### src/design/assert_macros.svh
// assertion macros included by the engine top level
`ifndef ASSERT_MACROS_SVH
`define ASSERT_MACROS_SVH

// antecedent and consequent in the same cycle
`define ASSERT_SAME(label, clk, rst_n, ante, cons) \
    label: assert property (@(posedge clk) disable iff (!rst_n) (ante) |-> (cons)) \
        else $error("assertion failed");

// consequent in the cycle after the antecedent
`define ASSERT_NEXT(label, clk, rst_n, ante, cons) \
    label: assert property (@(posedge clk) disable iff (!rst_n) (ante) |=> (cons)) \
        else $error("assertion failed");

`endif

### src/design/hpte_pkg.sv
// types, codes and constants of the hashed page table engine
`default_nettype none

package hpte_pkg;

    localparam int WAYS   = 8;
    localparam int SLOT_W = 3;
    localparam int W0_W   = 48;
    localparam int AVA_LO = 7;

    typedef logic [W0_W-1:0] word0_t;
    typedef word0_t [WAYS-1:0] row_t;

    typedef enum logic {
        OP_INSTALL = 1'b0,
        OP_REMOVE  = 1'b1
    } op_t;

    typedef enum logic [2:0] {
        OUT_FILLED    = 3'd0,
        OUT_REPLACED  = 3'd1,
        OUT_EVICTED   = 3'd2,
        OUT_REMOVED   = 3'd3,
        OUT_NOT_FOUND = 3'd4
    } outcome_t;

    typedef enum logic [1:0] {
        ST_CLEAR,
        ST_IDLE,
        ST_UPDATE
    } state_t;

    typedef struct packed {
        outcome_t            outcome;
        logic [SLOT_W-1:0]   slot;
        logic                write;
    } match_t;

    localparam word0_t W0_VALID_BIT = 48'h0000_0000_0001;
    localparam word0_t W0_LOCAL_BIT = 48'h0000_0000_0008;

    // wimg memory coherence, referenced and changed
    localparam logic [63:0] W1_BASE_BITS  = 64'h0000_0000_0000_0190;
    localparam logic [63:0] W1_RO_BITS    = 64'h8000_0000_0000_0002;
    localparam logic [63:0] W1_NOEXEC_BIT = 64'h0000_0000_0000_0004;
    localparam logic [63:0] W1_CI_BITS    = 64'h0000_0000_0000_0028;

    // only the low 16 bits of the hash can survive the group mask
    function automatic logic [15:0] hash16(input logic [63:0] va);
        return va[27:12] ^ va[43:28];
    endfunction

endpackage

`default_nettype wire

### src/design/hpte_slot_select.sv
// slot search over one group row and the updated row to write back
`default_nettype none

module hpte_slot_select (
    input  wire hpte_pkg::op_t               op,
    input  wire hpte_pkg::row_t              row,
    input  wire hpte_pkg::word0_t            w0,
    input  wire logic [hpte_pkg::SLOT_W-1:0] victim,
    output hpte_pkg::match_t                 res,
    output hpte_pkg::row_t                   new_row
);

    logic [hpte_pkg::WAYS-1:0]     cond;
    logic [hpte_pkg::SLOT_W-1:0]   sel;
    logic                          found;

    always_comb begin
        for (int i = 0; i < hpte_pkg::WAYS; i++) begin
            if (op == hpte_pkg::OP_INSTALL) begin
                cond[i] = !row[i][0] ||
                    (row[i][hpte_pkg::W0_W-1:hpte_pkg::AVA_LO] ==
                     w0[hpte_pkg::W0_W-1:hpte_pkg::AVA_LO]);
            end else begin
                cond[i] = (row[i] == w0);
            end
        end
    end

    // lowest slot wins
    always_comb begin
        sel   = '0;
        found = 1'b0;
        for (int i = hpte_pkg::WAYS - 1; i >= 0; i--) begin
            if (cond[i]) begin
                sel   = hpte_pkg::SLOT_W'(i);
                found = 1'b1;
            end
        end
    end

    always_comb begin
        if (op == hpte_pkg::OP_INSTALL) begin
            res.write = 1'b1;
            if (found) begin
                res.slot    = sel;
                res.outcome = row[sel][0] ? hpte_pkg::OUT_REPLACED : hpte_pkg::OUT_FILLED;
            end else begin
                res.slot    = victim;
                res.outcome = hpte_pkg::OUT_EVICTED;
            end
        end else begin
            res.write   = found;
            res.slot    = found ? sel : '0;
            res.outcome = found ? hpte_pkg::OUT_REMOVED : hpte_pkg::OUT_NOT_FOUND;
        end
    end

    always_comb begin
        new_row = row;
        new_row[res.slot] = (op == hpte_pkg::OP_INSTALL) ? w0 : '0;
    end

endmodule

`default_nettype wire

### config.mk
export PLATFORM = sky130hd
export DESIGN_NAME = hpte_slot_select
export DESIGN_NICKNAME = d
export VERILOG_FILES = /design/src/design/assert_macros.svh /design/src/design/hpte_pkg.sv /design/src/design/hpte_slot_select.sv
export SDC_FILE = /design/constraint.sdc
export NUM_CORES = 1
export LEC_CHECK = 0
export BUFFER_PORTS_ARGS = -buffer_cell sky130_fd_sc_hd__buf_2
export CAP_MARGIN = 20
export CORE_AREA = 2 2 322 324
export DETAILED_ROUTE_END_ITERATION = 8
export DIE_AREA = 0 0 324 326
export SLEW_MARGIN = 20
export SYNTH_ARGS = -nofsm -noshare
export SYNTH_HDL_FRONTEND = slang
export SYNTH_SLANG_ARGS = --single-unit
### constraint.sdc
create_clock -name vclk -period 7
set_clock_uncertainty 0.1 [all_clocks]
set_input_delay 1.4 -clock vclk [all_inputs]
set_output_delay 1.4 -clock vclk [all_outputs]
set_load 0.03 [all_outputs]
# Word level (Yosys, flattened, before mapping)
# Cells that the tools add are included.
# op_classes
n_reduce_logical	17
n_eq_ne	16
n_mux	35
order_cmp	3
# op_table
operator	count
$bwmux W384	1
$eq A48 B48 Y1	8
$eq A41 B41 Y1	8
$bmux W48 S3	1
$demux W48 S3	1
$mux W48	2
$mux W3	10
$mux W1	18
$logic_not A1 Y1	8
$logic_or A1 B1 Y1	8
$lt A3 B4 Y1 const B	2
$mux W7	1
$mux W5	1
$ge A3 B1 Y1 const B	1
$logic_and A1 B1 Y1	1
# totals
inputBits	436
wordCells	71
reg_bits	0
out_inout_bits	391

# Logic depth before layout (Yosys ltp)
# Gate-level depths: netlist (run 1).
# logic_depth
ltp_word	21
ltp_mapped	12
depth_no_buf	9

# Worst setup path before layout (run 1)
# OpenSTA, ideal clock, no wires.
# synth_timing
kind	input port to output port
start	input w0[8]
end	output new_row[124] (netlist bit)
t_arrival_ns	3.965
slack_ns	1.535
t_required_ns	5.500
path_stages	12
path_buffers	3
path_cell_list	buf_2 xnor2_1 nand4_1 nor4_1 nand4_1 o311ai_2 nand2b_2 o41ai_4 nor3b_2 buf_4 buf_6 mux2_4
# synth_rtl
element	line_no	text
start: declaration	hpte_slot_select.sv:7	input wire hpte_pkg::word0_t w0,
end: declaration	hpte_slot_select.sv:10	output hpte_pkg::row_t new_row

==> flow_metrics.env, run 1 <==
export IMPL_ant_nets=0
export IMPL_hpwl_mm=108
export IMPL_syn_cell_area_um2=10600
export IMPL_crit_top_cell="buf_12"
export IMPL_coreArea_um2=103000
export IMPL_min_period_over_period_pct=99.7
export IMPL_setup_violations=0
export IMPL_die_w_um=324
export IMPL_syn_inst=1121
export IMPL_ys_warn_count=0
export IMPL_postRouteWirelength_mm=122
export IMPL_rsz0062_at_grt="no"
export IMPL_slew_viol_final=0
export IMPL_dpl_cell_area_um2=17900
export IMPL_clkbuf_count=0
export IMPL_ys_seq_area_share_pct=0
export IMPL_crit_required_ns=5.50
export IMPL_yosysMostFrequentCell="mux2_2"
export IMPL_ys_top_cells_by_area="mux2_2 (24%), mux2_4 (23%), xnor2_1 (17%)"
export IMPL_max_stage_delay_ns=0.59
export IMPL_place_ws_ns=-0.791
export IMPL_seq_cell_count=0
export IMPL_synth_common_cells="mux2_2 (224), xnor2_1 (203), xor2_1 (181), mux2_4 (160), buf_2 (55)"
export IMPL_yosys_cell_types_count=47
export IMPL_dr_first_iter_drc_count=822
export IMPL_hold_viol=0
export IMPL_path_class="in2out"
export IMPL_initial_core_util_pct=10.4
export IMPL_drive_above_1_share_pct=70.9
export IMPL_gp_congestion=0.864
export IMPL_avgSynthCellArea_um2=9.48
export IMPL_grt_use_total_pct=22.0
export IMPL_final_cells=3449
export IMPL_crit_path_cell_trace="buf_2, buf_4, xnor2_1, nand4_1, nor3_4, nand3_2, o211a_1, nand2_1, o41ai_4, buf_12, buf_12, nor3b_4, buf_12, mux2_2, buf_2"
export IMPL_slew_headroom_pct=24.2
export IMPL_fin_area_um2=18000
export IMPL_grt_pass1_vias=13900
export IMPL_hp_class="in2out"
export IMPL_status="completed"
export IMPL_hold_worst_slack_ns=3.09
export IMPL_slowest_stage="xnor2_1"
export IMPL_syn_nets=1559
export IMPL_final_nets=2492
export IMPL_critPathMaxFanout=23
export IMPL_num_io_pins=827
export IMPL_synth_top_cell_area_share_pct=23.7
export IMPL_critPathCaptureType="primary output"
export IMPL_drc_errors=0
export IMPL_crit_path_start_kind="input pin"
export IMPL_vias=13700
export IMPL_dp_cells=3431
export IMPL_fp_dieH_um=326
export IMPL_max_clock_freq_mhz=143
export IMPL_port_buffers=827
export IMPL_setup_slack_ns=0.0211
export IMPL_yosys_area_top_type="mux2_2"
export IMPL_rows=118
export IMPL_drtPass1Iterations=5
export IMPL_fin_crit_ns=6.98
export IMPL_grt_overflow_total=0
export IMPL_crit_arrival_ns=5.48
export IMPL_worstMarginPinSlew_ns=1.13
export IMPL_fillers=11700
export IMPL_area_growth_pct=69.5
export IMPL_die_area_um2=106000
export IMPL_maxCapViolations=0
export IMPL_regArea_um2=0
export IMPL_grt_pass1_wl_mm=150
export IMPL_wl_per_cell_um=35.5
export IMPL_vias_per_cell=3.96
export IMPL_antenna_found_initial=61
export IMPL_grt_max_degree=38
## logic make-up (layout without fill, tap and decap cells)
family          Yosys count  after routing  share of synthesized area (%)
buf+inv                  99           1030                           6.09
other cells               0             17                              0
fa+ha+maj                 2              2                          0.236
xor+xnor                384            384                           31.7
simple gates            215            215                           12.4
compound gates           36             36                           3.20
mux                     385            385                           46.4
## per-layer routing
metal	global-route usage [%]	routed length [um]	part of all wire, %	up-vias
met1	29.6	54700	45	6734
met3	4.92	9130	7.5	157
li1	-	-	-	5889
met4	4.13	3040	2.5	28
met5	0	179	0.15	-
met2	35.8	55200	45	857
## layout by cell type, fill, tap and decap left out, types with 7 or more instances in the layout
master	netlist	layout
nor2b_1	49	35
nor3_1	12	11
buf_2	55	815
xor2_1	181	180
nor2_1	11	11
mux2_4	160	160
mux2_2	224	224
nand3_1	10	9
a21oi_1	7	7
nand4_1	54	54
xnor2_1	203	201
diode_2	0	17
nor4_1	45	43
nand2_1	18	18
buf_12	0	34
buf_4	15	177
nor2b_2	0	14
## metrics by stage
stage / setup TNS (ns) / util (%)
after floorplan: 0 / -
after global placement: -329.86 / 17.4
after detailed placement: -236.45 / 17.4
after CTS: 0 / 17.5
after global routing: 0 / 17.5
final: 0 / 17.6
## what timing repair did
item | CTS | global route
setup endpoints to repair | 385 | 106
cloned | 0 | 0
hold buffers | 0 | 0
pin swaps | 1 | 1
gates resized for setup | 8 | 2
buffers inserted | 0 | 1
## layout make-up
cell class,instances,area [um2],area share [%]
multi-input combinational,1022,10100,56.3
antenna,17,42.5,0.236
tap,1380,1730,9.59
inverter,3,11.3,0.0625
timing repair buffer,1027,6100,33.8
## worst max-delay path: cells and delay by family
kind	cells	cell delay [ns]
buf+inv	6	1.08
compound gates	2	0.46
mux	1	0.38
simple gates	5	1.45
xor+xnor	1	0.59
## final timing paths
kind	slack, ns	endpoint	cells past startpoint	from
setup / recovery	0.02	new_row[218]	15	w0[9]
hold / removal	3.09	new_row[70]	3	row[70]
==> inputs of run 2 (changes only) <==
ABC_AREA = 1   (was not set)
PLACE_DENSITY_LB_ADDON = 0.08   (was not set)
==> run 2 against run 1 <==
  * Sequential share of layout area did not move
  * Area after synthesis fell by 1.7%
  * Hold slack got worse by 0.0091 ns
  * Routed wire length rose by 5.0%
  * Worst setup slack improved by 0.30 ns
  * Design area fell by 8.0%
  * Fmax rose by 4.5%
  * Die area did not move
  * Via count rose by 26%
  * Synthesized cell count rose by 90%
==> flow_metrics.env, run 2 <==
export IMPL_status="completed"
export IMPL_die_w_um=324
export IMPL_ant_nets=0
export IMPL_muxShareOfSynthArea_pct=0
export IMPL_worstMarginPinSlew_ns=1.18
export IMPL_critPathCaptureType="primary output"
export IMPL_grt_pass1_wl_mm=164
export IMPL_regArea_um2=0
export IMPL_dr_first_iter_drc_count=1189
export IMPL_syn_inst=2128
export IMPL_hpwl_mm=114
export IMPL_final_nets=3364
export IMPL_hold_start="row[328]"
export IMPL_setup_slack_ns=0.320
export IMPL_port_buffers=827
export IMPL_ys_seq_area_share_pct=0
export IMPL_holdPathEnd="new_row[328]"
export IMPL_drive_above_1_share_pct=34.2
export IMPL_crit_required_ns=5.50
export IMPL_rows=118
export IMPL_yosys_cell_types_count=44
export IMPL_rsz0062_at_grt="no"
export IMPL_die_area_um2=106000
export IMPL_postRouteWirelength_mm=128
export IMPL_met3_length_mm=6.64
export IMPL_met2_length_mm=62.1
export IMPL_place_ws_ns=0.0662
export IMPL_slew_headroom_pct=21.3
export IMPL_fin_util_pct=16.2
export IMPL_yosysMostFrequentCell="nand2_1"
export IMPL_yosys_area_top_type="nand2_1"
export IMPL_synthSimpleGateAreaFrac_pct=49.2
export IMPL_clkbuf_count=0
export IMPL_grt_overflow_total=0
export IMPL_ys_warn_count=0
export IMPL_hp_class="in2out"
export IMPL_hold_worst_slack_ns=3.08
export IMPL_synth_top_cell_area_share_pct=35.3
export IMPL_maxCapViolations=0
export IMPL_synth_adder_area_share_pct=0.240
export IMPL_initial_core_util_pct=10.2
export IMPL_area_growth_pct=58.7
export IMPL_antenna_found_initial=27
export IMPL_grt_pass1_vias=17500
export IMPL_ys_top_cells_by_area="nand2_1 (35%), xnor2_1 (12%), o21ai_0 (8.1%)"
export IMPL_max_clock_freq_mhz=150
export IMPL_mostFrequentLayoutCell="nand2_1"
export IMPL_final_cell_mix="nand2_1 (981), buf_2 (824), o21ai_0 (169)"
export IMPL_setup_violations=0
export IMPL_p_leak_nw=8.99
export IMPL_syn_nets=2566
export IMPL_slew_viol_final=0
export IMPL_seq_cell_count=0
export IMPL_min_period_over_period_pct=95.4
export IMPL_synth_common_cells="nand2_1 (982), o21ai_0 (169), nor2_1 (159), xnor2_1 (147), inv_1 (125)"
export IMPL_vdd_ir_drop_max_mv=0.0343
export IMPL_crit_path_start_kind="input pin"
export IMPL_multiInputGateArea_um2=9030
export IMPL_dp_cells=4304
export IMPL_crit_arrival_ns=5.18
export IMPL_synthXorXnorAreaFrac_pct=20.0
export IMPL_coreArea_um2=103000
export IMPL_path_class="in2out"
export IMPL_critPathMaxFanout=19
export IMPL_grt_use_total_pct=23.2
export IMPL_vias_per_cell=3.99
export IMPL_synth_compound_area_share_pct=16.8
export IMPL_synth_top_family_by_area="simple AND/OR/NAND/NOR gates"
export IMPL_fin_crit_ns=6.68
export IMPL_final_cells=4314
export IMPL_top_layer="met5"
export IMPL_drc_errors=0
export IMPL_num_io_pins=827
export IMPL_worstHoldPathCells=4
export IMPL_wl_per_cell_um=29.8
export IMPL_fillers=12500
export IMPL_fp_dieH_um=326
export IMPL_drtPass1Iterations=6
export IMPL_avgSynthCellArea_um2=4.91
export IMPL_gp_congestion=0.862
export IMPL_p_per_area_nw_per_um2=117
export IMPL_setup_tns_ns=0
export IMPL_hold_viol=0
export IMPL_grt_max_degree=56
export IMPL_vias=17200
export IMPL_syn_cell_area_um2=10400
export IMPL_wl_met1_mm=58.2
-- run 2: cell count changes after synthesis, moves of 23 or more --
cell / previous run / this run
xnor2_1: 203 / 147
o21ai_0: 4 / 169
inv_1: 3 / 125
nand2_1: 18 / 982
nor2_1: 11 / 159
inv_2: 0 / 35
nor2b_1: 49 / 0
o22ai_1: 0 / 34
nand4_1: 54 / 31
mux2_2: 224 / 0
mux2_4: 160 / 0
o21ai_1: 0 / 90
xor2_1: 181 / 91
nor4_1: 45 / 17
-- run 2: final cells by class --
cell class / instances / area share (%)
well taps: 1380 / 10.4
multi-input cells: 1835 / 54.5
diodes: 10 / 0.151
repair buffers: 929 / 31.3
inverters: 160 / 3.62
-- run 2: kinds of logic (layout without fill, tap and decap cells) --
family          count (synthesis)  in the layout
simple gates                 1270           1270
compound gates                325            325
buf+inv                       293           1089
xor+xnor                      238            238
fa+ha+maj                       2              2
other cells                     0             10
-- run 2: metal layers --
| layer | vias up | global-route usage, % |
|---|---|---|
| met5 | - | 0 |
| met4 | 10 | 2.32 |
| met3 | 69 | 2.75 |
| met2 | 704 | 40.7 |
| met1 | 8171 | 31.1 |
| li1 | 8274 | - |
-- run 2: worst max-delay path by stage --
stage / cells past startpoint / from / endpoint
2_1_floorplan: 18 / w0[16] / new_row[286]
3_3_place_gp: 20 / w0[20] / new_row[309]
3_5_place_dp: 22 / w0[38] / new_row[30]
4_1_cts: 22 / w0[38] / new_row[30]
5_1_grt: 21 / w0[38] / new_row[296]
6_report: 23 / w0[27] / new_row[327]
-- run 2: timing repair --
action | CTS | global route
hold endpoints to repair | 0 | 0
setup endpoints to repair | 0 | 46
buffers inserted | 0 | 0
hold buffers | 0 | 0
resized for setup | 0 | 1
-- run 2: worst max-delay path, stage by stage --
cell,delay [ns]
buf_2,0.47
inv_1,0.29
nand2_1,0.11
o21ai_0,0.08
nor2_1,0.20
nand3_1,0.10
nor2_1,0.25
nand2_1,0.18
nor2_1,0.15
nand3_1,0.10
o21ai_1,0.13
inv_2,0.07
nand2_2,0.11
inv_2,0.05
nand2_1,0.06
nand3_2,0.10
nand2_4,0.13
nand2_2,0.08
nor2_4,0.29
buf_4,0.35
nand2_1,0.10
nand2_1,0.10
buf_2,0.21
-- run 2: power breakdown --
group	internal, mW	switching [mW]	total [mW]
Combinational	0.540	1.40	1.94
Sequential	0	0	0
Clock	0.000000145	0	0.000000145
Total	0.540	1.40	1.94
-- run 2: through the flow --
stage                     total power, mW  instance area [um2]
after floorplan                      1.06                10400
after global placement               1.98                16500
after detailed placement             1.97                16500
after CTS                            1.98                16500
after global routing                 2.07                16600
final                                1.94                16600
Power figures use the tool's default switching activity.
==> inputs of run 3 (changes only) <==
CORE_AREA = 2 2 324 326   (was 2 2 322 324)
DIE_AREA = 0 0 326 328   (was 0 0 324 326)
clock period = 6.8 ns   (was 7 ns; I/O delays follow)
==> run 3 against run 2 <==
  * Non-clock buffer count up 14
  * Clock-buffer cell count unchanged
  * Critical path depth shrank 1
  * Design area grew 0.27%
  * Via count is 0.12% higher
  * Utilization hardly changed
  * Critical path type unchanged
  * Largest cell class unchanged
==> flow_metrics.env, run 3 (synthesis results as in run 2) <==
export IMPL_met3_usage_pct=2.36
export IMPL_setup_violations=0
export IMPL_crit_required_ns=5.34
export IMPL_crit_path_start_kind="input pin"
export IMPL_hp_class="in2out"
export IMPL_num_io_pins=827
export IMPL_hold_start="row[313]"
export IMPL_setup_tns_ns=0
export IMPL_gp_congestion=0.849
export IMPL_fin_area_um2=16600
export IMPL_grt_pass1_vias=17500
export IMPL_fin_crit_ns=6.66
export IMPL_holdPathEnd="new_row[313]"
export IMPL_clkbuf_count=0
export IMPL_hpwl_mm=116
export IMPL_worstMarginPinSlew_ns=0.990
export IMPL_met2_usage_pct=41.2
export IMPL_hold_buffers=0
export IMPL_dpl_cell_area_um2=16600
export IMPL_slew_headroom_pct=33.7
export IMPL_final_nets=3378
export IMPL_regArea_um2=0
export IMPL_drc_errors=0
export IMPL_setup_slack_ns=0.135
export IMPL_die_w_um=326
export IMPL_min_period_over_period_pct=98.0
export IMPL_vias_per_cell=3.99
export IMPL_critPathMaxFanout=60
export IMPL_fp_dieH_um=328
export IMPL_vias=17200
export IMPL_final_cell_mix="nand2_1 (981), buf_2 (827), o21ai_0 (169)"
export IMPL_seq_cell_count=0
export IMPL_rsz0062_at_grt="no"
export IMPL_path_class="in2out"
export IMPL_maxCapViolations=0
export IMPL_ant_nets=0
export IMPL_port_buffers=827
export IMPL_grt_overflow_total=0
export IMPL_grt_use_total_pct=23.0
export IMPL_critPathCaptureType="primary output"
export IMPL_status="completed"
export IMPL_dr_first_iter_drc_count=1139
export IMPL_crit_arrival_ns=5.20
export IMPL_use_met1_pct=30.8
export IMPL_rows=118
export IMPL_max_clock_freq_mhz=150
export IMPL_hold_viol=0
export IMPL_drive_above_1_share_pct=34.5
export IMPL_top_usage_layer="met2"
export IMPL_area_growth_pct=59.1
export IMPL_drtPass1Iterations=5
export IMPL_initial_core_util_pct=10.1
export IMPL_fillers=12500
export IMPL_postRouteWirelength_mm=129
export IMPL_slew_viol_final=0
export IMPL_coreArea_um2=103000
export IMPL_worstHoldPathCells=4
export IMPL_antenna_found_initial=22
export IMPL_place_ws_ns=0.113
export IMPL_mostFrequentLayoutCell="nand2_1"
export IMPL_die_area_um2=107000
export IMPL_grt_max_degree=61
export IMPL_grt_pass1_wl_mm=166
export IMPL_wl_per_cell_um=29.9
==> run 3: cell count changes in the layout (fill, tap and decap cells not counted), sizes merged <==
cell    change
clkbuf      -1
diode       -4
buf        +15
==> run 3: per-layer routing <==
metal | routed length, um | part of all wire [%]
met1 | 59600 | 46
met3 | 5140 | 4.0
met5 | 82 | 0.063
met4 | 852 | 0.66
met2 | 63700 | 49
==> run 3: final cells by class <==
class / instances / area [um2] / share of cell area (%)
tap: 1380 / 1730 / 10.4
antenna: 6 / 15.0 / 0.0903
timing repair buffer: 943 / 5240 / 31.5
inverter: 160 / 601 / 3.61
multi-input combinational: 1835 / 9040 / 54.4
==> run 3: timing repair <==
| action | CTS | global route |
|---|---|---|
| endpoints found under the setup margin | 0 | 1 |
| buffers inserted | 0 | 0 |
| resized for setup | 0 | 2 |
==> run 3: per-stage QoR <==
stage / std cells / utilization, % / hold WS, ns
2_1_floorplan: 2128 / - / 2.81
3_3_place_gp: 4318 / 16.1 / 3.00
3_5_place_dp: 4318 / 16.1 / 3.00
4_1_cts: 4318 / 16.1 / 3.00
5_1_grt: 4321 / 16.1 / 3.02
6_report: 4324 / 16.1 / 3.00
==> run 3: critical path, cell delays in order <==
cell and delay, ns:
buf_2 0.45, inv_1 0.16, nand2_1 0.09, o21ai_0 0.08
nor4_1 0.55, nand2_1 0.10, nor2_1 0.31, nand3_1 0.15
o21ai_1 0.16, inv_2 0.07, nand2_2 0.11, inv_2 0.05
nand2_1 0.06, nand3_2 0.13, nand2_4 0.14, nor2_2 0.04
buf_4 0.15, nand2_4 0.14, buf_12 0.26, nand2_1 0.08
o21ai_0 0.16, buf_2 0.27
==> run 3: worst max-delay path by stage <==
stage | cells past startpoint | endpoint | start
2_1_floorplan | 18 | new_row[286] | w0[16]
3_3_place_gp | 25 | new_row[351] | w0[11]
3_5_place_dp | 25 | new_row[351] | w0[11]
4_1_cts | 25 | new_row[351] | w0[11]
5_1_grt | 25 | new_row[351] | w0[11]
6_report | 22 | new_row[87] | w0[18]
